[src/hdl/awa_pkg.sv]
`timescale 1ns / 1ps
`default_nettype none
// ----------------------------------------------------------------------------
// awa_pkg
// Shared types, constants and the CORDIC arctangent table.
// ----------------------------------------------------------------------------
package awa_pkg;

    localparam int ZW   = 40;   // rotation-angle width, Q32
    localparam int RW   = 33;   // rotation x/y width, Q30
    localparam int PW   = 50;   // product width
    localparam int DW   = 51;   // denominator width
    localparam int VW   = 54;   // vectoring x/y width
    localparam int AW   = 36;   // vectoring angle width, Q32
    localparam int TABLE_LEN = 24;

    localparam logic signed [ZW-1:0] HALF_PI_Q32  = 40'sd6746518852;
    localparam logic signed [RW-1:0] INV_GAIN_Q30 = 33'sd652032875;

    localparam logic [1:0] REG_WHEELBASE = 2'd0;
    localparam logic [1:0] REG_TRACK     = 2'd1;
    localparam logic [1:0] REG_DISABLED  = 2'd2;

    localparam logic signed [AW-1:0] ATAN_Q32 [TABLE_LEN] = '{
        36'sd3373259426, 36'sd1991351318, 36'sd1052175346, 36'sd534100635,
        36'sd268086748,  36'sd134174063,  36'sd67103403,   36'sd33553749,
        36'sd16777131,   36'sd8388597,    36'sd4194303,    36'sd2097152,
        36'sd1048576,    36'sd524288,     36'sd262144,     36'sd131072,
        36'sd65536,      36'sd32768,      36'sd16384,      36'sd8192,
        36'sd4096,       36'sd2048,       36'sd1024,       36'sd512
    };

    typedef struct packed {
        logic signed [RW-1:0] x;
        logic signed [RW-1:0] y;
        logic signed [ZW-1:0] z;
        logic                 flip;
    } rot_t;

    typedef struct packed {
        logic signed [PW-1:0] n;
        logic signed [PW-1:0] lc;
        logic signed [PW-1:0] hws;
        logic                 c_neg;
    } mul_t;

    typedef struct packed {
        logic signed [VW-1:0] x;
        logic signed [VW-1:0] y;
        logic signed [AW-1:0] z;
        logic                 zero;   // denominator was zero, spec holds result
        logic signed [AW-1:0] spec;
    } lane_t;

    typedef struct packed {
        lane_t inner;
        lane_t outer;
        logic  deg;
    } vec_t;

endpackage
`default_nettype wire

[src/hdl/awa_rot_cell.sv]
`timescale 1ns / 1ps
`default_nettype none
// ----------------------------------------------------------------------------
// awa_rot_cell
// One rotation-mode CORDIC micro-rotation with its pipeline register.
// ----------------------------------------------------------------------------
module awa_rot_cell
    import awa_pkg::*;
#(
    parameter int SHIFT = 0
) (
    input  wire  clk,
    input  wire  rst_n,
    input  wire  en,
    input  wire  vld_i,
    input  rot_t d_i,
    output logic vld_o,
    output rot_t d_o
);
    logic vld_reg;
    rot_t d_reg, d_next;

    always_comb
    begin
        d_next = d_i;
        if (d_i.z >= 0)
        begin
            d_next.x = d_i.x - (d_i.y >>> SHIFT);
            d_next.y = d_i.y + (d_i.x >>> SHIFT);
            d_next.z = d_i.z - ZW'(ATAN_Q32[SHIFT]);
        end
        else
        begin
            d_next.x = d_i.x + (d_i.y >>> SHIFT);
            d_next.y = d_i.y - (d_i.x >>> SHIFT);
            d_next.z = d_i.z + ZW'(ATAN_Q32[SHIFT]);
        end
    end

    always_ff @(posedge clk or negedge rst_n)
    begin
        if (!rst_n)
            vld_reg <= 1'b0;
        else if (en)
            vld_reg <= vld_i;
    end

    always_ff @(posedge clk)
    begin
        if (en)
            d_reg <= d_next;
    end

    assign vld_o = vld_reg;
    assign d_o   = d_reg;
endmodule
`default_nettype wire

[config.mk]
export PLATFORM = sky130hd
export DESIGN_NAME = awa_rot_cell
export DESIGN_NICKNAME = d
export VERILOG_FILES = /design/src/hdl/awa_pkg.sv /design/src/hdl/awa_rot_cell.sv
export SDC_FILE = /design/constraint.sdc
export NUM_CORES = 1
export LEC_CHECK = 0
export BUFFER_PORTS_ARGS = -buffer_cell sky130_fd_sc_hd__buf_2
export CAP_MARGIN = 15
export CORE_AREA = 5 5 196 122
export CTS_BUF_LIST = sky130_fd_sc_hd__clkbuf_2 sky130_fd_sc_hd__clkbuf_4 sky130_fd_sc_hd__clkbuf_8
export CTS_CLUSTER_SIZE = 10
export DETAILED_ROUTE_END_ITERATION = 10
export DIE_AREA = 0 0 201 127
export MAX_ROUTING_LAYER = met4
export PLACE_DENSITY = 0.8
export SLEW_MARGIN = 25
export SYNTH_ARGS = -nofsm -noshare
export SYNTH_HDL_FRONTEND = slang
export SYNTH_SLANG_ARGS = --single-unit
[constraint.sdc]
create_clock -name clk -period 1.15 [get_ports clk]
set_input_delay 0.2875 -clock clk [delete_from_list [all_inputs] [get_ports clk]]
set_output_delay 0.2875 -clock clk [all_outputs]
set_load 0.02 [all_outputs]
==> results.sh, run 1 <==
export IMPL_ys_types=82
export IMPL_die_w_um=201
export IMPL_floorplan_initialDensity=0.505
export IMPL_antenna_found_initial=4
export IMPL_cts_buffers=9
export IMPL_avgSynthCellArea_um2=8.63
export IMPL_cts_sinks=107
export IMPL_stop_stage="global routing"
export IMPL_netlist_instances=1278
export IMPL_synth_edf_count=106
export IMPL_grt_max_degree=48
export IMPL_clock_path_buffers=2
export IMPL_synthArstFlopShare=0.00935
export IMPL_synthesis_area_um2=11000
export IMPL_dp_cells=2210
export IMPL_place_congestion=0.986
export IMPL_synthXorXnorAreaFrac=0.0747
export IMPL_synthMuxAreaShare=0.00931
export IMPL_h_tree_depth=3
export IMPL_port_buffers=218
export IMPL_row_count=42
export IMPL_io_pins=219
export IMPL_dp_slack_ns=-2.77
export IMPL_worst_endpoint_kind="register data pin"
export IMPL_synth_top_family_by_area="compound AO/OA/AOI/OAI gates"
export IMPL_synth_simple_gate_area_frac=0.147
export IMPL_clock_root_buffer="clkbuf_8"
export IMPL_synth_compound_area_frac=0.261
export IMPL_grt_ovfl_total=325
export IMPL_stop_error="[ERROR GRT-0232] Routing congestion too high. Check the congestion heatmap in the GUI."
export IMPL_crit_endpoint="d_o[34]$_DFFE_PP_/D"
export IMPL_ys_flop_type="edfxtp_1"
export IMPL_synth_seq_cells=107
export IMPL_dpl_cell_area_um2=16700
export IMPL_outcome="stopped before the end"
export IMPL_yosys_area_share_adder=0.159
export IMPL_dp_hpwl_um=35900
export IMPL_die_y_um=127
export IMPL_syn_num_nets=1527
export IMPL_ys_warn_count=0
export IMPL_grt_usage=0.843
export IMPL_ys_seq_area_frac=0.291
synthesized netlist by cell type, types with 6 or more instances:
cell | number | area, µm²
nand3_1 | 16 | 80.1
xnor2_1 | 76 | 666
or2_2 | 8 | 50.1
xor2_1 | 18 | 158
and4_1 | 6 | 52.6
buf_1 | 9 | 33.8
o21a_1 | 11 | 82.6
a31oi_1 | 14 | 87.6
o31a_1 | 6 | 52.6
nor4_1 | 14 | 87.6
o31ai_1 | 13 | 97.6
a221oi_1 | 9 | 78.8
o21ai_0 | 78 | 390
edfxtp_1 | 106 | 3180
and3_1 | 6 | 37.5
clkbuf_1 | 29 | 109
ha_1 | 134 | 1680
o21bai_1 | 29 | 218
or3_1 | 6 | 37.5
nand2_1 | 76 | 285
nor3_1 | 26 | 130
and2_1 | 7 | 43.8
inv_1 | 107 | 402
a2111oi_0 | 11 | 96.3
a21o_1 | 35 | 263
nor2_1 | 92 | 345
a21oi_1 | 146 | 731
nand4_1 | 19 | 119
o22ai_1 | 6 | 37.5
buf_2 | 10 | 50.1
mux2i_1 | 8 | 80.1
nand2b_1 | 11 | 68.8
a211oi_1 | 21 | 158
nor2b_1 | 16 | 100
o211ai_1 | 10 | 75.1
per-layer routing:
layer	overflow	GRT usage
met5	-	-
met4	127	0.892
met3	4	0.697
met2	187	0.977
met1	7	0.809
through the flow:
step | TNS, ns | hold slack, ns
2_1_floorplan | -140.67 | -0.00809
3_3_place_gp | -194.73 | 0.0614
3_5_place_dp | -201.88 | 0.0646
4_1_cts | -158.27 | 0.0179
cell families after synthesis:
logic type               count (synthesis)
buffers and inverters                  163
AND/OR/NAND/NOR                        324
flip-flops                             107
adder cells (fa/ha/maj)                138
XOR/XNOR                                94
multiplexers                            10
AO/OA/AOI/OAI                          442
timing repair:
action	in CTS
setup buffers	61
pin swaps	136
gates cloned	10
hold buffers	1
hold endpoints to repair	1
setup endpoints to repair	210
gates resized for setup	371
==> run 2: changes to the inputs <==
==> config.mk (replaced) <==
export PLATFORM = sky130hd
export DESIGN_NAME = awa_rot_cell
export DESIGN_NICKNAME = d
export VERILOG_FILES = /design/src/hdl/awa_pkg.sv /design/src/hdl/awa_rot_cell.sv
export SDC_FILE = /design/constraint.sdc
export NUM_CORES = 1
export LEC_CHECK = 0
export BUFFER_PORTS_ARGS = -buffer_cell sky130_fd_sc_hd__buf_2
export CAP_MARGIN = 15
export CORE_AREA = 5 5 181 183
export DETAILED_ROUTE_END_ITERATION = 10
export DIE_AREA = 0 0 186 188
export PLACE_DENSITY_LB_ADDON = 0.15
export SLEW_MARGIN = 25
export SYNTH_ARGS = -nofsm -noshare
export SYNTH_HDL_FRONTEND = slang
export SYNTH_SLANG_ARGS = --single-unit
==> run 2 against run 1 <==
Synthesized area unchanged. The flow now finishes, with violations (setup timing). Synthesized cell count unchanged.
==> results.sh, run 2 <==
export IMPL_rsz0062_at_grt="yes"
export IMPL_final_max_slew_viol_count=0
export IMPL_final_cell_mix="503 x buf_4, 180 x buf_6, 106 x edfxtp_1"
export IMPL_drt_pre_antenna_iters=5
export IMPL_avgSynthCellArea_um2=8.63
export IMPL_setup_violations_final=210
export IMPL_routedWlPerCell_um=19.3
export IMPL_ff2ff_setup_slack_ns=0.40
export IMPL_synthMuxAreaShare=0.00931
export IMPL_crit_chain="buf_8 > nor4_4 > buf_4 > nand4_1 > o31ai_4 > buf_6 > clkinvlp_4 > buf_6 > ha_4 > o211ai_1 > nand2_1 > a31oi_4 > a21oi_4 > a21oi_4 > o21bai_4 > a2111o_1 > nand3_1"
export IMPL_synthArstFlopShare=0.00935
export IMPL_synth_most_common_cell="a21oi_1"
export IMPL_fillerInstances=2359
export IMPL_drc=0
export IMPL_synth_top_family_by_area="compound AO/OA/AOI/OAI gates"
export IMPL_layout_drive_gt1_share=0.586
export IMPL_failed_checks="setup timing"
export IMPL_relSlewSlack=0.611
export IMPL_fin_skew_ns=0
export IMPL_h_tree_depth=3
export IMPL_critical_path_arrival_ns=3.66
export IMPL_nets=2310
export IMPL_ys_warn_count=0
export IMPL_critPathBufInv=5
export IMPL_grt_max_degree=56
export IMPL_clk_pin_slew_ns=0.08
export IMPL_cts_buffers=9
export IMPL_yosys_top_cells_count="146 x a21oi_1, 134 x ha_1, 107 x inv_1"
export IMPL_slowest_stage="a2111o_1"
export IMPL_die_y_um=188
export IMPL_reg2reg_to="vld_o"
export IMPL_cpPeakStageDelay_ns=0.42
export IMPL_antenna_left=0
export IMPL_die_area_um2=35000
export IMPL_whs_path_depth=1
export IMPL_via_count=13300
export IMPL_synth_seq_cells=107
export IMPL_synth_edf_count=106
export IMPL_io_pins=219
export IMPL_cts_sinks=107
export IMPL_startpoint_type="input pin"
export IMPL_initialDrtViolationCount=992
export IMPL_ys_types=82
export IMPL_antenna_cells=0
export IMPL_ys_flop_type="edfxtp_1"
export IMPL_hold_class="input pin to flip-flop"
export IMPL_fin_crit_sh=2.98
export IMPL_grt_ovfl_total=0
export IMPL_powerDensity_nw_per_um2=975
export IMPL_outcome="finished, violations left"
export IMPL_insertion_delay_ns=0.37
export IMPL_cp_data_required_time_ns=1.38
export IMPL_drv_cap=0
export IMPL_hold_viol_final=0
export IMPL_synthXorXnorAreaFrac=0.0747
export IMPL_reg2reg_depth=1
export IMPL_min_period_ns=3.43
export IMPL_row_count=65
export IMPL_clock_root_buffer="clkbuf_16"
export IMPL_synth_top_area_cell="edfxtp_1"
export IMPL_antenna_found_initial=0
export IMPL_yosys_top_cells_area="edfxtp_1 29%, ha_1 15%, a21oi_1 6.6%"
export IMPL_yosys_area_share_adder=0.159
export IMPL_r2r_start="vld_o"
export IMPL_design_area_um2=21300
export IMPL_die_w_um=186
export IMPL_syn_num_nets=1527
export IMPL_largest_reg_flops=106
export IMPL_port_buffers=218
export IMPL_grt_usage=0.249
export IMPL_worstSetupPathType="input pin to flip-flop"
export IMPL_final_common_cell="buf_4"
export IMPL_grt_pass1_wl_um=70000
export IMPL_synth_compound_area_frac=0.261
export IMPL_dp_hpwl_um=34000
export IMPL_grt_pass1_vias=13300
export IMPL_syn_to_final_growth_pct=93.5
export IMPL_worstSetupEndpointType="flip-flop"
export IMPL_max_freq_mhz=292
export IMPL_synthesis_area_um2=11000
export IMPL_coreArea_um2=31100
export IMPL_critPathTopFamily="compound AO/OA/AOI/OAI gates"
export IMPL_p_leak_nw=9.49
export IMPL_drt_wl_total_um=47500
export IMPL_synth_simple_gate_area_frac=0.147
export IMPL_holdPathEnd="d_o[0]"
export IMPL_post_route_util=0.686
export IMPL_floorplan_initialDensity=0.355
export IMPL_ys_seq_area_frac=0.291
export IMPL_vias_per_cell=5.41
export IMPL_place_congestion=0.950
export IMPL_clock_path_buffers=2
export IMPL_worstMarginPinSlew_ns=0.582
export IMPL_cts_tree="built"
export IMPL_yosys_area_top_type_share=0.289
export IMPL_netlist_instances=1278
export IMPL_ir_drop_uv=733
export IMPL_path_max_fanout=5
export IMPL_dpl_cell_area_um2=16900
export IMPL_holdCritStartpoint="d_i[0]"
export IMPL_worst_slack_ns=-2.28
export IMPL_critical_path_startpoint="d_i[9]"
run 2: cell counts after synthesis:
No cell type changed its count.
run 2: cells by family after synthesis:
family                   after synthesis
multiplexers                          10
AND/OR/NAND/NOR                      324
buffers and inverters                163
AO/OA/AOI/OAI                        442
adder cells (fa/ha/maj)              138
XOR/XNOR                              94
flip-flops                           107
run 2: worst max path at each step:
| stage | to | slack [ns] | cells past startpoint |
|---|---|---|---|
| after floorplan | d_o[33] | -2.34 | 16 |
| final | d_o[37] | -2.28 | 17 |
| after CTS | d_o[34] | -2.18 | 16 |
| after global routing | d_o[37] | -2.39 | 17 |
| after global placement | d_o[40] | -3.07 | 16 |
| after detailed placement | d_o[40] | -3.06 | 16 |
run 2: power by group:
part	total, mW	switching, mW	internal [mW]
Sequential	5.52	0.344	5.18
Combinational	11.9	5.86	6.06
Clock	3.35	1.63	1.72
Total	20.8	7.83	13.0
run 2: per-stage QoR:
step	setup TNS [ns]	power [mW]	setup WS (ns)	hold slack (ns)	cells
final	-154.97	20.8	-2.28	0.0932	2468
after global routing	-166.44	21.8	-2.39	0.0723	2468
after CTS	-149.40	19.4	-2.18	0.0731	2432
after detailed placement	-212.90	14.3	-3.06	0.0631	2342
after global placement	-218.59	14.2	-3.07	0.0616	2342
after floorplan	-140.67	10.2	-2.34	-0.00809	1278
run 2: repair_timing:
action,in CTS,in global routing
gates resized for setup,462,294
endpoints found under the hold margin,1,0
pin swaps,149,129
buffers inserted,75,50
endpoints found under the setup margin,210,210
gates cloned,7,8
hold buffers,1,0
run 2: routing by layer:
metal / global-route usage / routed length, µm
met1: 0.330 / 19900
met2: 0.426 / 23100
met3: 0.0287 / 2940
met4: 0.0757 / 1530
met5: 0 / 0
run 2: cell type report:
type | count | area (µm²) | share of cell area
Multi-Input combinational cell | 1008 | 9690 | 0.454
Timing Repair Buffer | 823 | 7110 | 0.333
Sequential cell | 107 | 3210 | 0.150
Inverter | 111 | 505 | 0.0237
Tap cell | 402 | 503 | 0.0236
Clock buffer | 10 | 229 | 0.0107
Clock inverter | 6 | 72.6 | 0.00340
Timing Repair inverter | 1 | 7.51 | 0.000352
Power figures use the tool's default switching activity.
==> run 3: changes to the inputs <==
--- a/config.mk
+++ b/config.mk
@@ -10,7 +10,7 @@
 export CORE_AREA = 5 5 181 183
 export DETAILED_ROUTE_END_ITERATION = 10
 export DIE_AREA = 0 0 186 188
-export PLACE_DENSITY_LB_ADDON = 0.15
+export PLACE_DENSITY = 0.62
 export SLEW_MARGIN = 25
 export SYNTH_ARGS = -nofsm -noshare
 export SYNTH_HDL_FRONTEND = slang
==> run 3 against run 2 <==
The flow still finishes with violations (setup timing). Via count grew 1.4%. Non-clock buffer count shrank 29. Die area is the same. Count of clock-buffer cells in the layout shrank 1.
==> results.sh, run 3 (synthesis gave the netlist of run 2 again) <==
export IMPL_worst_slack_ns=-2.31
export IMPL_worstMarginPinSlew_ns=0.615
export IMPL_io_pins=219
export IMPL_routedWlPerCell_um=20.3
export IMPL_antenna_cells=0
export IMPL_drv_cap=0
export IMPL_coreArea_um2=31100
export IMPL_reg2reg_to="vld_o"
export IMPL_ir_drop_uv=759
export IMPL_critPathCapture="d_o[34]"
export IMPL_die_y_um=188
export IMPL_powerDensity_nw_per_um2=983
export IMPL_p_leak_nw=9.18
export IMPL_via_count=13500
export IMPL_syn_to_final_growth_pct=88.3
export IMPL_fin_crit_sh=3.01
export IMPL_post_route_util=0.668
export IMPL_ff2ff_setup_slack_ns=0.38
export IMPL_critical_path_arrival_ns=3.59
export IMPL_hold_class="input pin to flip-flop"
export IMPL_grt_pass1_wl_um=71900
export IMPL_r2r_start="vld_o"
export IMPL_largest_reg_flops=106
export IMPL_layout_drive_gt1_share=0.576
export IMPL_critical_path_startpoint="d_i[13]"
export IMPL_holdWs_ns=0.0801
export IMPL_place_congestion=0.935
export IMPL_max_freq_mhz=289
export IMPL_met2_usage=0.446
export IMPL_cts_buffers=9
export IMPL_antenna_found_initial=0
export IMPL_nets=2281
export IMPL_min_period_ns=3.46
export IMPL_worstSetupEndpointType="flip-flop"
export IMPL_met3_usage=0.0285
export IMPL_die_area_um2=35000
export IMPL_dp_hpwl_um=34400
export IMPL_final_cell_mix="497 x buf_4, 132 x buf_2, 126 x buf_6"
export IMPL_setup_violations_final=210
export IMPL_drc=0
export IMPL_insertion_delay_ns=0.37
export IMPL_path_max_fanout=4
export IMPL_clk_pin_slew_ns=0.09
export IMPL_grt_max_degree=54
export IMPL_die_w_um=186
export IMPL_cp_data_required_time_ns=1.28
export IMPL_initialDrtViolationCount=1236
export IMPL_hold_viol_final=0
export IMPL_drt_pre_antenna_iters=6
export IMPL_outcome="finished, violations left"
export IMPL_cts_tree="built"
export IMPL_clock_root_buffer="clkbuf_16"
export IMPL_row_count=65
export IMPL_rsz0062_at_grt="yes"
export IMPL_grt_usage=0.259
export IMPL_failed_checks="setup timing"
export IMPL_antenna_left=0
export IMPL_vias_per_cell=5.55
export IMPL_grt_pass1_vias=13500
export IMPL_port_buffers=218
export IMPL_grt_busiest_layer="met2"
export IMPL_grt_ovfl_total=0
export IMPL_floorplan_initialDensity=0.355
export IMPL_final_common_cell="buf_4"
export IMPL_holdCritStartpoint="d_i[0]"
export IMPL_cts_sinks=107
export IMPL_clock_path_buffers=2
export IMPL_startpoint_type="input pin"
export IMPL_drt_wl_total_um=49500
export IMPL_h_tree_depth=3
export IMPL_final_max_slew_viol_count=0
export IMPL_met1_usage=0.326
export IMPL_reg2reg_depth=1
export IMPL_relSlewSlack=0.586
export IMPL_worstSetupPathType="input pin to flip-flop"
export IMPL_fin_skew_ns=0
==> run 3: changes by cell type in the layout (fill, tap and decap cells not counted), sizes merged <==
cell and change:
buf -25, bufinv -1, clkinv +2, clkbuf -5
==> run 3: area by class of cell <==
type                            count  area, µm²
Clock buffer                        9        225
Clock inverter                      7       72.6
Fill cell                        2316      10300
Inverter                          111        500
Multi-Input combinational cell   1008       9600
Sequential cell                   107       3210
Tap cell                          402        503
Timing Repair Buffer              794       6640
Timing Repair inverter              1       7.51
==> run 3: worst max-delay path, stage by stage <==
cell	delay [ns]
buf_8	0.10
nor4_4	0.36
buf_4	0.17
nand4_1	0.16
o31ai_4	0.34
buf_6	0.16
clkinvlp_4	0.13
buf_6	0.15
ha_4	0.27
o21ai_2	0.05
a21oi_2	0.17
o21ai_2	0.10
o31a_1	0.35
o41ai_4	0.31
a311o_1	0.25
a21oi_2	0.08
xnor2_1	0.14
==> run 3: how the worst min path moves through the flow <==
stage	endpoint	slack, ns	cells after the start
floorplan	vld_o	-0.008	0
global placement	vld_o	0.06	1
detailed placement	vld_o	0.06	1
CTS	d_o[0]	0.07	1
global route	d_o[0]	0.07	1
finish	d_o[0]	0.08	1
==> run 3: layer usage <==
layer,up-vias,wire length [µm]
met5,-,0
met4,0,2700
met3,175,3260
met2,648,24200
met1,6489,19300
li1,6226,-
==> run 3: per-stage QoR <==
stage          setup WS, ns  setup TNS [ns]  total power, mW  area [µm²]  instances
2_1_floorplan         -2.34         -140.67             10.2       11900       1278
3_3_place_gp          -2.84         -212.55             14.1       16800       2334
3_5_place_dp          -2.93         -217.26             14.3       16800       2334
4_1_cts               -2.12         -154.39             19.4       19700       2413
5_1_grt               -2.40         -177.12             21.2       20800       2439
6_report              -2.31         -166.19             20.4       20800       2439
==> run 3: timing repair <==
action	CTS	global route
gates resized for setup	457	163
gates cloned	11	6
pin swaps	144	96
endpoints found under the hold margin	1	0
hold buffers	1	0
setup endpoints to repair	210	210
buffers inserted	57	29
==> run 3: power by group <==
part	leakage, nW	internal (mW)	total, mW	switching, mW
Sequential	1.05	5.17	5.47	0.295
Combinational	7.99	5.68	11.6	5.92
Clock	0.142	1.54	3.33	1.79
